--- src/design/slbf_pkg.sv ---
// shared types, codes and constants for the status led block
// no dependencies
package slbf_pkg;

  localparam int DUTY_BITS  = 8;
  localparam int STEP_SHIFT = DUTY_BITS - 3;
  localparam int TIME_BITS  = 12;
  localparam int IVAL_BITS  = 8;
  localparam int RS_BITS    = 4;
  localparam int UL_BITS    = 2;
  localparam int MODE_BITS  = 2;
  localparam int CLASS_BITS = 3;
  localparam int CFG_IDX_BITS  = 3;
  localparam int CFG_DATA_BITS = 12;

  typedef logic [DUTY_BITS-1:0]     duty_t;
  typedef logic [TIME_BITS-1:0]     time_t;
  typedef logic [IVAL_BITS-1:0]     ival_t;
  typedef logic [RS_BITS-1:0]       rs_t;
  typedef logic [UL_BITS-1:0]       ul_t;
  typedef logic [MODE_BITS-1:0]     mode_t;
  typedef logic [CLASS_BITS-1:0]    class_t;
  typedef logic [CFG_IDX_BITS-1:0]  cfg_idx_t;
  typedef logic [CFG_DATA_BITS-1:0] cfg_data_t;

  // run state classes
  localparam class_t CL_OFF     = 3'd0;
  localparam class_t CL_START   = 3'd1;
  localparam class_t CL_RUN     = 3'd2;
  localparam class_t CL_COOL    = 3'd3;
  localparam class_t CL_SUSPEND = 3'd4;
  localparam class_t CL_NONE    = 3'd7;

  // output modes
  localparam mode_t MODE_NONE   = 2'd0;
  localparam mode_t MODE_STATUS = 2'd1;
  localparam mode_t MODE_USER   = 2'd2;

  // register indexes
  localparam cfg_idx_t REG_OUTPUT_MODE      = 3'd0;
  localparam cfg_idx_t REG_PIN1_ENABLE      = 3'd1;
  localparam cfg_idx_t REG_PIN2_ENABLE      = 3'd2;
  localparam cfg_idx_t REG_BREATHE_INTERVAL = 3'd3;
  localparam cfg_idx_t REG_FLASH_ON_TIME    = 3'd4;
  localparam cfg_idx_t REG_FLASH_PERIOD     = 3'd5;

  // register reset values
  localparam ival_t BREATHE_RESET  = 8'd45;
  localparam time_t ON_TIME_RESET  = 12'd50;
  localparam time_t PERIOD_RESET   = 12'd2000;

  typedef struct packed {
    mode_t output_mode;
    logic  pin1_enable;
    logic  pin2_enable;
    ival_t breathe_interval;
    time_t flash_on_time;
    time_t flash_period;
  } cfg_t;

  typedef struct packed {
    class_t prev_class;
    duty_t  step_level;
    time_t  countdown;
    logic   pwm_on;
    logic   level_one;
    logic   level_two;
  } state_t;

  typedef struct packed {
    logic  pwm_enable;
    duty_t pwm_duty;
    logic  pin1_level;
    logic  pin2_level;
  } res_t;

  function automatic class_t classify(rs_t rs);
    class_t c;
    unique case (rs)
      4'd1, 4'd2, 4'd3, 4'd4, 4'd9:    c = CL_START;
      4'd5:                            c = CL_RUN;
      4'd6, 4'd7, 4'd8, 4'd11, 4'd12:  c = CL_COOL;
      4'd10:                           c = CL_SUSPEND;
      default:                         c = CL_OFF;
    endcase
    return c;
  endfunction

endpackage

--- src/design/slbf_if.sv ---
// handshake channels for the status led block: tick in, result out, config write
// depends on slbf_pkg
interface slbf_tick_if;
  import slbf_pkg::*;
  logic valid;
  logic ready;
  rs_t  run_state;
  ul_t  user_levels;
  modport source (output valid, run_state, user_levels, input ready);
  modport sink (input valid, run_state, user_levels, output ready);
endinterface

interface slbf_result_if;
  import slbf_pkg::*;
  logic  valid;
  logic  ready;
  logic  pwm_enable;
  duty_t pwm_duty;
  logic  pin1_level;
  logic  pin2_level;
  modport source (output valid, pwm_enable, pwm_duty, pin1_level, pin2_level, input ready);
  modport sink (input valid, pwm_enable, pwm_duty, pin1_level, pin2_level, output ready);
endinterface

interface slbf_cfg_if;
  import slbf_pkg::*;
  logic      valid;
  logic      ready;
  cfg_idx_t  index;
  cfg_data_t data;
  modport source (output valid, index, data, input ready);
  modport sink (input valid, index, data, output ready);
endinterface

--- src/design/slbf_cfg.sv ---
// configuration register file of the status led block
// depends on slbf_pkg and slbf_cfg_if
module slbf_cfg (
  input  logic           clk,
  input  logic           rst,
  slbf_cfg_if.sink       cfg,
  output slbf_pkg::cfg_t regs,
  output logic           mode_wr
);
  import slbf_pkg::*;

  logic wr;

  // writes are always taken
  assign cfg.ready = 1'b1;
  assign wr        = cfg.valid;
  assign mode_wr   = wr && (cfg.index == REG_OUTPUT_MODE);

  // register writes by index
  always_ff @(posedge clk) begin
    if (rst) begin
      regs.output_mode      <= MODE_NONE;
      regs.pin1_enable      <= 1'b0;
      regs.pin2_enable      <= 1'b0;
      regs.breathe_interval <= BREATHE_RESET;
      regs.flash_on_time    <= ON_TIME_RESET;
      regs.flash_period     <= PERIOD_RESET;
    end else if (wr) begin
      unique case (cfg.index)
        REG_OUTPUT_MODE:      regs.output_mode      <= cfg.data[MODE_BITS-1:0];
        REG_PIN1_ENABLE:      regs.pin1_enable      <= cfg.data[0];
        REG_PIN2_ENABLE:      regs.pin2_enable      <= cfg.data[0];
        REG_BREATHE_INTERVAL: regs.breathe_interval <= cfg.data[IVAL_BITS-1:0];
        REG_FLASH_ON_TIME:    regs.flash_on_time    <= cfg.data[TIME_BITS-1:0];
        REG_FLASH_PERIOD:     regs.flash_period     <= cfg.data[TIME_BITS-1:0];
        default: ;
      endcase
    end
  end

endmodule

--- src/design/slbf_tick.sv ---
// per-tick state update: countdown, class tracking, breathing and flash
// depends on slbf_pkg
module slbf_tick (
  input  logic           clk,
  input  logic           rst,
  input  slbf_pkg::cfg_t regs,
  input  logic           mode_wr,
  input  logic           step,
  input  slbf_pkg::rs_t  run_state,
  input  slbf_pkg::ul_t  user_levels,
  output slbf_pkg::res_t res_next
);
  import slbf_pkg::*;

  state_t st;
  state_t st_next;
  class_t cls;
  time_t  off_time;
  time_t  ival_ext;

  assign cls      = classify(run_state);
  assign off_time = (regs.flash_period > regs.flash_on_time) ?
                    regs.flash_period - regs.flash_on_time : '0;
  assign ival_ext = time_t'(regs.breathe_interval);

  // next state for one tick
  always_comb begin
    duty_t delta;
    st_next = st;
    delta   = '0;
    st_next.countdown = (st.countdown != '0) ? st.countdown - time_t'(1) : '0;
    unique case (regs.output_mode)
      MODE_STATUS: begin
        if (regs.pin1_enable) begin
          // class change restarts the pin
          if (cls != st.prev_class) begin
            st_next.prev_class = cls;
            st_next.step_level = '0;
            st_next.countdown  = ival_ext;
            unique case (cls)
              CL_START: st_next.pwm_on = 1'b1;
              CL_RUN: begin
                st_next.pwm_on    = 1'b0;
                st_next.level_one = 1'b1;
              end
              CL_COOL: begin
                st_next.pwm_on     = 1'b1;
                st_next.step_level = '1;
              end
              CL_SUSPEND: begin
                st_next.pwm_on    = 1'b0;
                st_next.level_one = 1'b0;
                st_next.countdown = off_time;
              end
              default: begin
                st_next.pwm_on    = 1'b0;
                st_next.level_one = 1'b0;
              end
            endcase
          end
          // timed event
          if (st_next.countdown == '0) begin
            if (cls == CL_START || cls == CL_COOL) begin
              delta = (st_next.step_level >> STEP_SHIFT) + duty_t'(1);
              st_next.step_level = (cls == CL_START) ? st_next.step_level + delta :
                                                       st_next.step_level - delta;
              st_next.countdown  = ival_ext;
            end else if (cls == CL_SUSPEND) begin
              st_next.step_level = st_next.step_level + duty_t'(1);
              if (st_next.step_level[0]) begin
                st_next.countdown = regs.flash_on_time;
                st_next.level_one = 1'b1;
              end else begin
                st_next.countdown = off_time;
                st_next.level_one = 1'b0;
              end
            end
          end
        end
      end
      MODE_USER: begin
        if (regs.pin1_enable) st_next.level_one = user_levels[0];
        if (regs.pin2_enable) st_next.level_two = user_levels[1];
      end
      default: ;
    endcase
  end

  // result fields follow the updated state
  assign res_next.pwm_enable = st_next.pwm_on;
  assign res_next.pwm_duty   = st_next.pwm_on ? st_next.step_level : '0;
  assign res_next.pin1_level = st_next.level_one;
  assign res_next.pin2_level = st_next.level_two;

  // state registers; a mode write forgets the class and stops the pwm
  always_ff @(posedge clk) begin
    if (rst) begin
      st.prev_class <= CL_NONE;
      st.step_level <= '0;
      st.countdown  <= '0;
      st.pwm_on     <= 1'b0;
      st.level_one  <= 1'b0;
      st.level_two  <= 1'b0;
    end else if (mode_wr) begin
      st.prev_class <= CL_NONE;
      st.pwm_on     <= 1'b0;
    end else if (step) begin
      st <= st_next;
    end
  end

endmodule

--- src/design/status_led_breathe_flash.sv ---
// Status LED driver. One tick beat in gives one result beat out. A tick is
// captured in an input register, the state update runs in one short pass of
// logic, and the result lands in an output register. One tick is taken every
// cycle as long as results are taken. The output register holds a stalled
// result while the input register keeps the next tick. Configuration writes
// are taken every cycle and are meant for when no beat is in flight; a write
// of output_mode also drops the current class and turns the pwm off. There is
// no clearing pass after reset.
// depends on slbf_pkg, slbf_if, slbf_cfg, slbf_tick
module status_led_breathe_flash (
  input  logic         clk,
  input  logic         rst,
  slbf_tick_if.sink    tick,
  slbf_result_if.source result,
  slbf_cfg_if.sink     cfg
);
  import slbf_pkg::*;

  cfg_t regs;
  logic mode_wr;
  logic in_valid;
  rs_t  in_rs;
  ul_t  in_ul;
  logic adv;
  logic step;
  res_t res_next;
  res_t res_q;
  logic out_valid;

  slbf_cfg u_cfg (
    .clk     (clk),
    .rst     (rst),
    .cfg     (cfg),
    .regs    (regs),
    .mode_wr (mode_wr)
  );

  // output stage can move when empty or being taken
  assign adv        = !out_valid || result.ready;
  assign step       = adv && in_valid;
  assign tick.ready = !in_valid || adv;

  // input register
  always_ff @(posedge clk) begin
    if (rst) begin
      in_valid <= 1'b0;
    end else if (tick.ready) begin
      in_valid <= tick.valid;
    end
  end

  always_ff @(posedge clk) begin
    if (tick.valid && tick.ready) begin
      in_rs <= tick.run_state;
      in_ul <= tick.user_levels;
    end
  end

  slbf_tick u_tick (
    .clk         (clk),
    .rst         (rst),
    .regs        (regs),
    .mode_wr     (mode_wr),
    .step        (step),
    .run_state   (in_rs),
    .user_levels (in_ul),
    .res_next    (res_next)
  );

  // result register
  always_ff @(posedge clk) begin
    if (rst) begin
      out_valid <= 1'b0;
    end else if (adv) begin
      out_valid <= in_valid;
    end
  end

  always_ff @(posedge clk) begin
    if (step) begin
      res_q <= res_next;
    end
  end

  assign result.valid      = out_valid;
  assign result.pwm_enable = res_q.pwm_enable;
  assign result.pwm_duty   = res_q.pwm_duty;
  assign result.pin1_level = res_q.pin1_level;
  assign result.pin2_level = res_q.pin2_level;

endmodule

--- src/flat_wrapper.sv ---
// flat-port wrapper written by rule: the top's interface ports become plain ports
module status_led_breathe_flash_flat import slbf_pkg::*;
  (clk, rst, tick_valid, tick_run_state, tick_user_levels, tick_ready, result_valid, result_pwm_enable, result_pwm_duty, result_pin1_level, result_pin2_level, result_ready, cfg_valid, cfg_index, cfg_data, cfg_ready);
  slbf_tick_if tick_i ();
  slbf_result_if result_i ();
  slbf_cfg_if cfg_i ();
  input  logic clk;
  input  logic rst;
  input wire logic [$bits(tick_i.valid)-1:0] tick_valid;
  input wire logic [$bits(tick_i.run_state)-1:0] tick_run_state;
  input wire logic [$bits(tick_i.user_levels)-1:0] tick_user_levels;
  output wire logic [$bits(tick_i.ready)-1:0] tick_ready;
  output wire logic [$bits(result_i.valid)-1:0] result_valid;
  output wire logic [$bits(result_i.pwm_enable)-1:0] result_pwm_enable;
  output wire logic [$bits(result_i.pwm_duty)-1:0] result_pwm_duty;
  output wire logic [$bits(result_i.pin1_level)-1:0] result_pin1_level;
  output wire logic [$bits(result_i.pin2_level)-1:0] result_pin2_level;
  input wire logic [$bits(result_i.ready)-1:0] result_ready;
  input wire logic [$bits(cfg_i.valid)-1:0] cfg_valid;
  input wire logic [$bits(cfg_i.index)-1:0] cfg_index;
  input wire logic [$bits(cfg_i.data)-1:0] cfg_data;
  output wire logic [$bits(cfg_i.ready)-1:0] cfg_ready;
  assign tick_i.valid = tick_valid;
  assign tick_i.run_state = tick_run_state;
  assign tick_i.user_levels = tick_user_levels;
  assign tick_ready = tick_i.ready;
  assign result_valid = result_i.valid;
  assign result_pwm_enable = result_i.pwm_enable;
  assign result_pwm_duty = result_i.pwm_duty;
  assign result_pin1_level = result_i.pin1_level;
  assign result_pin2_level = result_i.pin2_level;
  assign result_i.ready = result_ready;
  assign cfg_i.valid = cfg_valid;
  assign cfg_i.index = cfg_index;
  assign cfg_i.data = cfg_data;
  assign cfg_ready = cfg_i.ready;
  status_led_breathe_flash u_core (.clk(clk), .rst(rst), .tick(tick_i), .result(result_i), .cfg(cfg_i));
endmodule
--- config.mk ---
export PLATFORM = sky130hd
export DESIGN_NAME = status_led_breathe_flash_flat
export DESIGN_NICKNAME = d
export VERILOG_FILES = /design/src/design/slbf_pkg.sv /design/src/design/slbf_if.sv /design/src/design/slbf_cfg.sv /design/src/design/slbf_tick.sv /design/src/design/status_led_breathe_flash.sv /design/src/flat_wrapper.sv
export SDC_FILE = /design/constraint.sdc
export NUM_CORES = 1
export LEC_CHECK = 0
export ABC_AREA = 1
export BUFFER_PORTS_ARGS = -buffer_cell sky130_fd_sc_hd__buf_2
export CAP_MARGIN = 20
export CELL_PAD_IN_SITES_DETAIL_PLACEMENT = 1
export CELL_PAD_IN_SITES_GLOBAL_PLACEMENT = 1
export CORE_ASPECT_RATIO = 1.25
export CORE_UTILIZATION = 44
export CTS_CLUSTER_SIZE = 30
export DETAILED_ROUTE_END_ITERATION = 12
export GPL_ROUTABILITY_DRIVEN = 0
export HOLD_SLACK_MARGIN = 0.1
export PLACE_DENSITY_LB_ADDON = 0.1
export SLEW_MARGIN = 20
export SYNTH_ARGS = -nofsm -noshare
export SYNTH_HDL_FRONTEND = slang
export SYNTH_SLANG_ARGS = --single-unit
--- constraint.sdc ---
create_clock -name clk -period 4.2 [get_ports clk]
set_input_delay 0 -clock clk [delete_from_list [all_inputs] [get_ports clk]]
set_output_delay 0 -clock clk [all_outputs]
set_load 0.01 [all_outputs]
### Word level (Yosys, flattened, before mapping)

Memory sizes are Yosys's and may differ from the RTL's. A register that Yosys moved wholly into a read port is not among the register bits.
Index checks and enable logic that the tools add are counted.

* $add $sub $neg: 6
* $lt $le $gt $ge: 1
* equal/unequal tests: 13
* muxes and demuxes: 25
* bitwise gates (word level): 1
* reductions and logical operators: 21

Operator list (count)
* 25-bit two-way mux: 3
* 20-bit two-way mux: 3
* 12-bit two-way mux: 4
* 22-bit two-way mux: 1
* 21-bit two-way mux: 1
* 8-bit two-way mux: 2
* 2-bit AND reduction: 7
* 3-bit by 2-bit == test with 1-bit output (second input constant): 4
* 12-bit greater-than comparator: 1
* 12-bit zero test: 1
* 12-bit nonzero test: 1
* 12-bit by 1-bit subtractor with 12-bit output (second input constant): 1
* 12-bit subtractor: 1
* 3-bit == test (second input constant): 3
* 8-bit by 1-bit adder with 8-bit output (second input constant): 1
* 8-bit by 4-bit adder with 8-bit output: 1
* 1-bit two-way mux: 8
* 8-bit by 4-bit subtractor with 8-bit output: 1
* 3-bit by 1-bit == test with 1-bit output (second input constant): 2
* 3-bit by 1-bit adder with 4-bit output (second input constant): 1
* 4-bit two-way mux: 1
* 1-bit case mux with 2 select lines: 2
* 4-bit AND reduction: 1
* 2-bit OR reduction: 2
* 9 further kinds: 14

* register bits: 81
* bits in read-only memories: 48
* logic and storage cells: 88
* memories: 1

Memories
* (name not given): depth 16, width 3, rd ports 1, clocked after memory_dff 1, wr ports 0, line slbf_pkg.sv:79 `unique case (rs)`

### Depth between registers and ports, before layout

* word-level depth: 13
* gate-level depth with buffers: 28
* gate-level depth less buffers: 26

### By module

A second synthesis with hierarchy kept.

* cells, all modules: 1010
* area total of the unflattened synthesis: 6286.0 sq um

Modules (own cells, without submodules)
* slbf_tick: instances 1, cells each 772, area an instance 4242.8 sq um, sequential area each 520.5 sq um
* slbf_cfg: instances 1, cells each 209, area an instance 1441.4 sq um, sequential area each 720.7 sq um
* status_led_breathe_flash: instances 1, cells each 29, area an instance 601.8 sq um, sequential area each 550.5 sq um

### Worst setup path after synthesis

No wires, ideal clock.

* path type: register -> register
* start: register, netlist name u_core.u_tick.cls[1]
* end: register u_core.res_q (netlist bit u_core.result.pwm_duty[6]) (data pin)
* setup time: 274 ps
* data arrival time: 3471 ps
* data required time: 3926 ps
* path slack: 454 ps
* cell stages (with the launch flop): 29
* path buffers: 3
* period minus slack after synthesis: 3746 ps
* cells stage by stage: dfxtp_1 > buf_6 > xnor2_2 > nand3_2 > buf_6 > buf_6 > o21ai_0 > inv_1 > ha_1 > or2_2 > xor2_1 > inv_1 > ha_1 > nand2_1 > inv_1 > o21ai_0 > nand2_1 > nand2_1 > inv_1 > o21ai_0 > nand2_1 > o21ai_0 > a21oi_1 > a31oi_1 > nand2_1 > nand3_1 > o21ai_1 > inv_1 > nor2_1

* cells in the longest elaborated chain, start to end: 12
* elaborated cells between the ends (all ways): 23

Ends and longest elaborated chain
* 3-bit by 2-bit == test with 1-bit output: line slbf_tick.sv:40, slbf_tick.sv:63
* 8-bit two-way mux: line slbf_tick.sv:40 `unique case (cls)`
* 25-bit two-way mux: line slbf_tick.sv:36 `if (cls != st.prev_class) begin`
* 25-bit two-way mux: line slbf_tick.sv:34 `if (regs.pin1_enable) begin`
* 25-bit two-way mux: line slbf_tick.sv:32 `unique case (regs.output_mode)`
* 3-bit by 1-bit adder with 4-bit output: line slbf_tick.sv:64 `delta = (st_next.step_level >> STEP_SHIFT) + duty_t'(1);`
* 8-bit by 4-bit subtractor with 8-bit output or 8-bit by 4-bit adder with 8-bit output (tied branches): line slbf_tick.sv:66, slbf_tick.sv:65
* 8-bit two-way mux: line slbf_tick.sv:65 `st_next.step_level = (cls == CL_START) ? st_next.step_level + delta :`
* 20-bit two-way mux: line slbf_tick.sv:63 `if (cls == CL_START || cls == CL_COOL) begin`
* 20-bit two-way mux: line slbf_tick.sv:62 `if (st_next.countdown == '0) begin`
* 22-bit two-way mux (*): line slbf_tick.sv:34
* 21-bit two-way mux (*): line slbf_tick.sv:32
* end signal, assigned: line status_led_breathe_flash.sv:81 `res_q <= res_next;`
* end, declared: line status_led_breathe_flash.sv:27 `res_t res_q;`

Mark *: on every way between the ends. The rest lies on a longest branch, timed or not. The select of a mux whose other input is x is not followed.
A chain may end at the register's enable or synchronous reset.

### Worst setup path in the final report

* start: register, netlist name u_core.u_tick.cls[1]
* end: register u_core.res_q (netlist bit u_core.result.pwm_duty[6]) (data pin)

* cells in the longest elaborated chain, start to end: 12
* elaborated cells between the ends (all ways): 23

Ends and longest elaborated chain (line)
* 3-bit by 2-bit == test with 1-bit output: slbf_tick.sv:40, slbf_tick.sv:63
* 8-bit two-way mux: slbf_tick.sv:40
* 25-bit two-way mux: slbf_tick.sv:36
* 25-bit two-way mux: slbf_tick.sv:34
* 25-bit two-way mux: slbf_tick.sv:32
* 3-bit by 1-bit adder with 4-bit output: slbf_tick.sv:64
* 8-bit by 4-bit subtractor with 8-bit output or 8-bit by 4-bit adder with 8-bit output (tied branches): slbf_tick.sv:66, slbf_tick.sv:65
* 8-bit two-way mux: slbf_tick.sv:65
* 20-bit two-way mux: slbf_tick.sv:63
* 20-bit two-way mux: slbf_tick.sv:62
* 22-bit two-way mux (*): slbf_tick.sv:34
* 21-bit two-way mux (*): slbf_tick.sv:32

Marks and branches as above.

==> run summary <==
The flow ran to the end, and the final reports show no timing, DRC or antenna violations. 40 I/O pins were placed. The share of flip-flops with an asynchronous set or reset after synthesis came out at 0%. The remaining antenna violation count came out at 0. The setup slack at placement came out at 176.6 ps. Clock tree synthesis selected as its root buffer the cell sky130_fd_sc_hd__clkbuf_16. The HPWL after detailed placement came out at 14,360 µm. The height of the chip came out at 131.9 µm.

Summed over all layers, the global routing overflow is 0. Synthesis produced a netlist with a net count of 955. Sequential cells account for 30.6% of the total power. In the layout the commonest cells are sky130_fd_sc_hd__nand2_1 (222), sky130_fd_sc_hd__inv_1 (133), sky130_fd_sc_hd__a21oi_1 (73). Entering global routing, the biggest net connects 37 pins. The internal cell power is 1.827 mW. The worst slew margin relative to its limit is 33.76%. The post-synthesis instance total is 900. The die footprint came out at 13,970 µm². The total negative slack came out at 0 ps.

The slew at the pin closest to its max-slew limit is 992.5 ps. Leaving out fill and tap cells, the most frequent cell in the layout is sky130_fd_sc_hd__nand2_1. The maximum operating frequency is 262.3 MHz. The overall fraction of global-route tracks in use is 28.25%.

The number of instances in the placed design is 1,089. The critical path contains buffers and inverters numbering 5 combined. For the finished layout, the period the worst path requires is 3812 ps. The static leakage is 3.158 nW.

The slowest stage of the critical path belongs to the cell sky130_fd_sc_hd__dfxtp_4. The final total power came out at 3.204 mW. The H-tree was split into 3 levels. The post-layout instance area came out at 6804 µm².

The wire length of the first global-routing pass is 30,930 µm. The number of diodes added for antenna fixing is 0. The number of max-slew violations in the final report was 0. The count of non-filler cells in the finished layout came out at 1,129.

The path class of the tightest hold or removal check is input pin to flop. The filler cell count is 1,777. The placement-stage cell area came out at 6248 µm². The average via count per standard cell came out at 5.457. The initial antenna violation count is 0.

The maximum resistive drop on vdd came out at 406.9 µV. The portion of the clock cycle consumed by the worst path in the final layout came out at 90.76%. The insertion delay of the later-clocked pin in the worst-skew pair is 350 ps.

After clock tree synthesis, the clock-pin slew on the worst setup and hold paths is 60 ps. The synthesized netlist occupies a cell area of 5941 µm². STA classifies the critical path endpoint as a flop. The average footprint of a synthesized cell is 6.601 µm². The post-detailed-route wirelength per cell is 16.93 µm. The number of CTS-inserted buffers came out at 9. Once routing completed, OpenROAD measured the worst setup slack at 388.3 ps. The horizontal extent of the die is 105.9 µm. The fraction of power spent switching nets is 43.00%. The number of hold violations in the final report came to 0.

Buffers placed on the I/O ports in this run total 38. The worst setup path is launched from a flop. The setup clock skew after layout is 6.599 ps.

The required time of the critical path came out at 4270 ps. The final cell utilization of the core came out at 51.42%. After synthesis the netlist holds a flip-flop and latch count of 84. After detailed routing, the number of remaining DRC violations is 0.

The initial utilization of the core area, before any placement, comes to 44.90%. The floorplan core area is 13,230 µm². The worst hold-check slack came out at 137.5 ps. The growth of design area from synthesis to finish is 14.53%. The count of flip-flops with a built-in enable after synthesis is 17. The count of standard-cell rows came out at 47. The routed via count is 6,161.

TritonCTS built the clock tree. The CTS sink count came out at 84. Sequential cells were found to cover 31.17% of the synthesized design area. The first-pass iteration count of the detailed router is 4.

The total net switching power came out at 1.378 mW. The buffer depth of the longest clock path came out at 2. The cell family contributing the most delay on the critical path is simple AND/OR/NAND/NOR gates. The final layout contains 1,008 nets. Of all nets on the critical path, the largest fanout is 7. The relative contribution of combinational cells to total power came out at 45.6%.

The most used flip-flop cell after synthesis is sky130_fd_sc_hd__dfxtp_1. The part of the power in the clock network came out at 23.8%. The synthesis warning total came out at 0. In this design, the stage delay of the slowest critical-path cell is 380 ps. The arrival time at the worst endpoint is 3880 ps.

Summed over all layers, the routed wires come to 19,120 µm. After the first detailed-routing iteration, the DRC count stood at 233. The number of global-route vias before repair came out at 6,391. Power spread over the standard cell area amounts to 471.0 nW/µm². The critical path in this run is classified as flop to flop. The total of max-cap violations came out at 0. Setup repair after global routing left no endpoint under its margin. Setup violations remaining at the end of the flow were counted as 0.

The layout cell share with drive strength beyond 1 is 12.11%. Yosys mapped the design onto 51 distinct sky130hd cell types.
[worst register-to-register path: stages, from the launching register on]
cell and delay [ps]:
sky130_fd_sc_hd__dfxtp_4 380, sky130_fd_sc_hd__xnor2_2 190, sky130_fd_sc_hd__nand3_4 160, sky130_fd_sc_hd__o21ai_2 210, sky130_fd_sc_hd__inv_1 110, sky130_fd_sc_hd__ha_1 230
sky130_fd_sc_hd__or2_2 310, sky130_fd_sc_hd__xor2_1 170, sky130_fd_sc_hd__inv_1 60, sky130_fd_sc_hd__ha_1 320, sky130_fd_sc_hd__nand2_1 80, sky130_fd_sc_hd__inv_1 50
sky130_fd_sc_hd__o21ai_0 140, sky130_fd_sc_hd__nand2_1 90, sky130_fd_sc_hd__nand2_1 60, sky130_fd_sc_hd__inv_1 50, sky130_fd_sc_hd__o21ai_1 140, sky130_fd_sc_hd__nand2_1 80
sky130_fd_sc_hd__o21ai_0 150, sky130_fd_sc_hd__a21oi_1 60, sky130_fd_sc_hd__a31oi_1 130, sky130_fd_sc_hd__nand2_1 70, sky130_fd_sc_hd__nand3_1 70, sky130_fd_sc_hd__o21ai_1 90
sky130_fd_sc_hd__inv_1 90, sky130_fd_sc_hd__nor2_1 40
[sequential cells by signal, indices dropped and copies added (netlist names)]
signal and cells:
u_core.in_rs 4, u_core.result.pin2_level 1, u_core.u_cfg.regs 36, u_core.result.pwm_duty 8, u_core.u_tick.st 26, u_core.u_tick.cls 3
u_core.result.pwm_enable 1, u_core.in_valid 1, u_core.result.pin1_level 1, u_core.result.valid 1, u_core.in_ul 2
[routing by layer]
layer  up-vias  wire length (µm)  track usage, %
li1       3027                 -               -
met1      2984              7709           29.77
met2        96             10280           53.78
met3        54               386           4.647
met4         0               739           13.12
met5         -                 0               0
[area by class of cell]
type                       count  area [µm²]  area share (%)
clock buffer                   9       225.2           3.310
clock inverter                 7       51.30          0.7540
inverter                     149       560.5           8.238
multi-input combinational    639        3407           50.07
sequential                    84        1858           27.31
tap                          171       214.0           3.145
timing repair buffer          70       488.0           7.172
[cell usage after synthesis (3+ instances only)]
cell type                  count  area [µm²]
sky130_fd_sc_hd__inv_1       133       499.2
sky130_fd_sc_hd__nor2_2        7       43.79
sky130_fd_sc_hd__ha_1         27       337.8
sky130_fd_sc_hd__inv_2        12       45.04
sky130_fd_sc_hd__nand2_2       7       43.79
sky130_fd_sc_hd__xor2_1        8       70.07
sky130_fd_sc_hd__nand2_1     222       833.3
sky130_fd_sc_hd__buf_6         5       56.30
sky130_fd_sc_hd__nand4_1      16       100.1
sky130_fd_sc_hd__nand3_1      56       280.3
sky130_fd_sc_hd__nor2_1       72       270.3
sky130_fd_sc_hd__edfxtp_1     17       510.5
sky130_fd_sc_hd__o211ai_2      3       37.54
sky130_fd_sc_hd__o21ai_0      68       340.3
sky130_fd_sc_hd__a21oi_1      73       365.4
sky130_fd_sc_hd__clkinv_1      3       11.26
sky130_fd_sc_hd__dfxtp_1      67        1341
sky130_fd_sc_hd__o22ai_1       4       25.02
sky130_fd_sc_hd__xnor2_1       7       61.31
sky130_fd_sc_hd__buf_4         3       22.52
sky130_fd_sc_hd__o21ai_1      17       85.08
sky130_fd_sc_hd__o211ai_1     10       75.07
sky130_fd_sc_hd__o21ai_2       3       26.28
sky130_fd_sc_hd__clkbuf_1     18       67.56
[power groups by stage]
stage	Combinational [mW]	Sequential, mW	Clock [mW]
floorplan	1.10	0.976	0
global placement	1.38	0.991	0
detailed placement	1.42	0.996	0
CTS	1.45	0.979	0.780
global route	1.62	0.993	0.815
finish	1.46	0.981	0.763
[what timing repair did]
item,4_1_cts,5_1_grt
gates resized for setup,0,13
setup buffers,0,1
endpoints found under the setup margin,0,4
hold buffers,23,0
endpoints found under the hold margin,44,0
[path summary, 6_finish.rpt]
| kind | startpoint | end | slack (ps) | cells after the start |
|---|---|---|---|---|
| setup / recovery | u_core.u_tick.cls[1] | u_core.result.pwm_duty[6] | 390 | 25 |
| hold reg to reg | u_core.u_tick.st[3] | u_core.u_tick.st[3] | 470 | 2 |
| hold / removal | tick_valid | u_core.in_valid | 140 | 3 |
| setup reg to reg | u_core.u_tick.cls[1] | u_core.result.pwm_duty[6] | 390 | 25 |
[cell families (layout without fill, tap and decap cells)]
logic type | count (synthesis) | count (layout) | synth area share, %
other | 1 | 1 | 0.06312
XOR/XNOR | 16 | 16 | 2.485
AND/OR/NAND/NOR | 396 | 396 | 28.88
AO/OA/AOI/OAI | 195 | 195 | 18.64
adder cells (fa/ha/maj) | 29 | 29 | 6.361
buffers and inverters | 177 | 235 | 12.07
multiplexers | 2 | 2 | 0.3370
flip-flops | 84 | 84 | 31.17
Power figures use the tool's default switching activity.
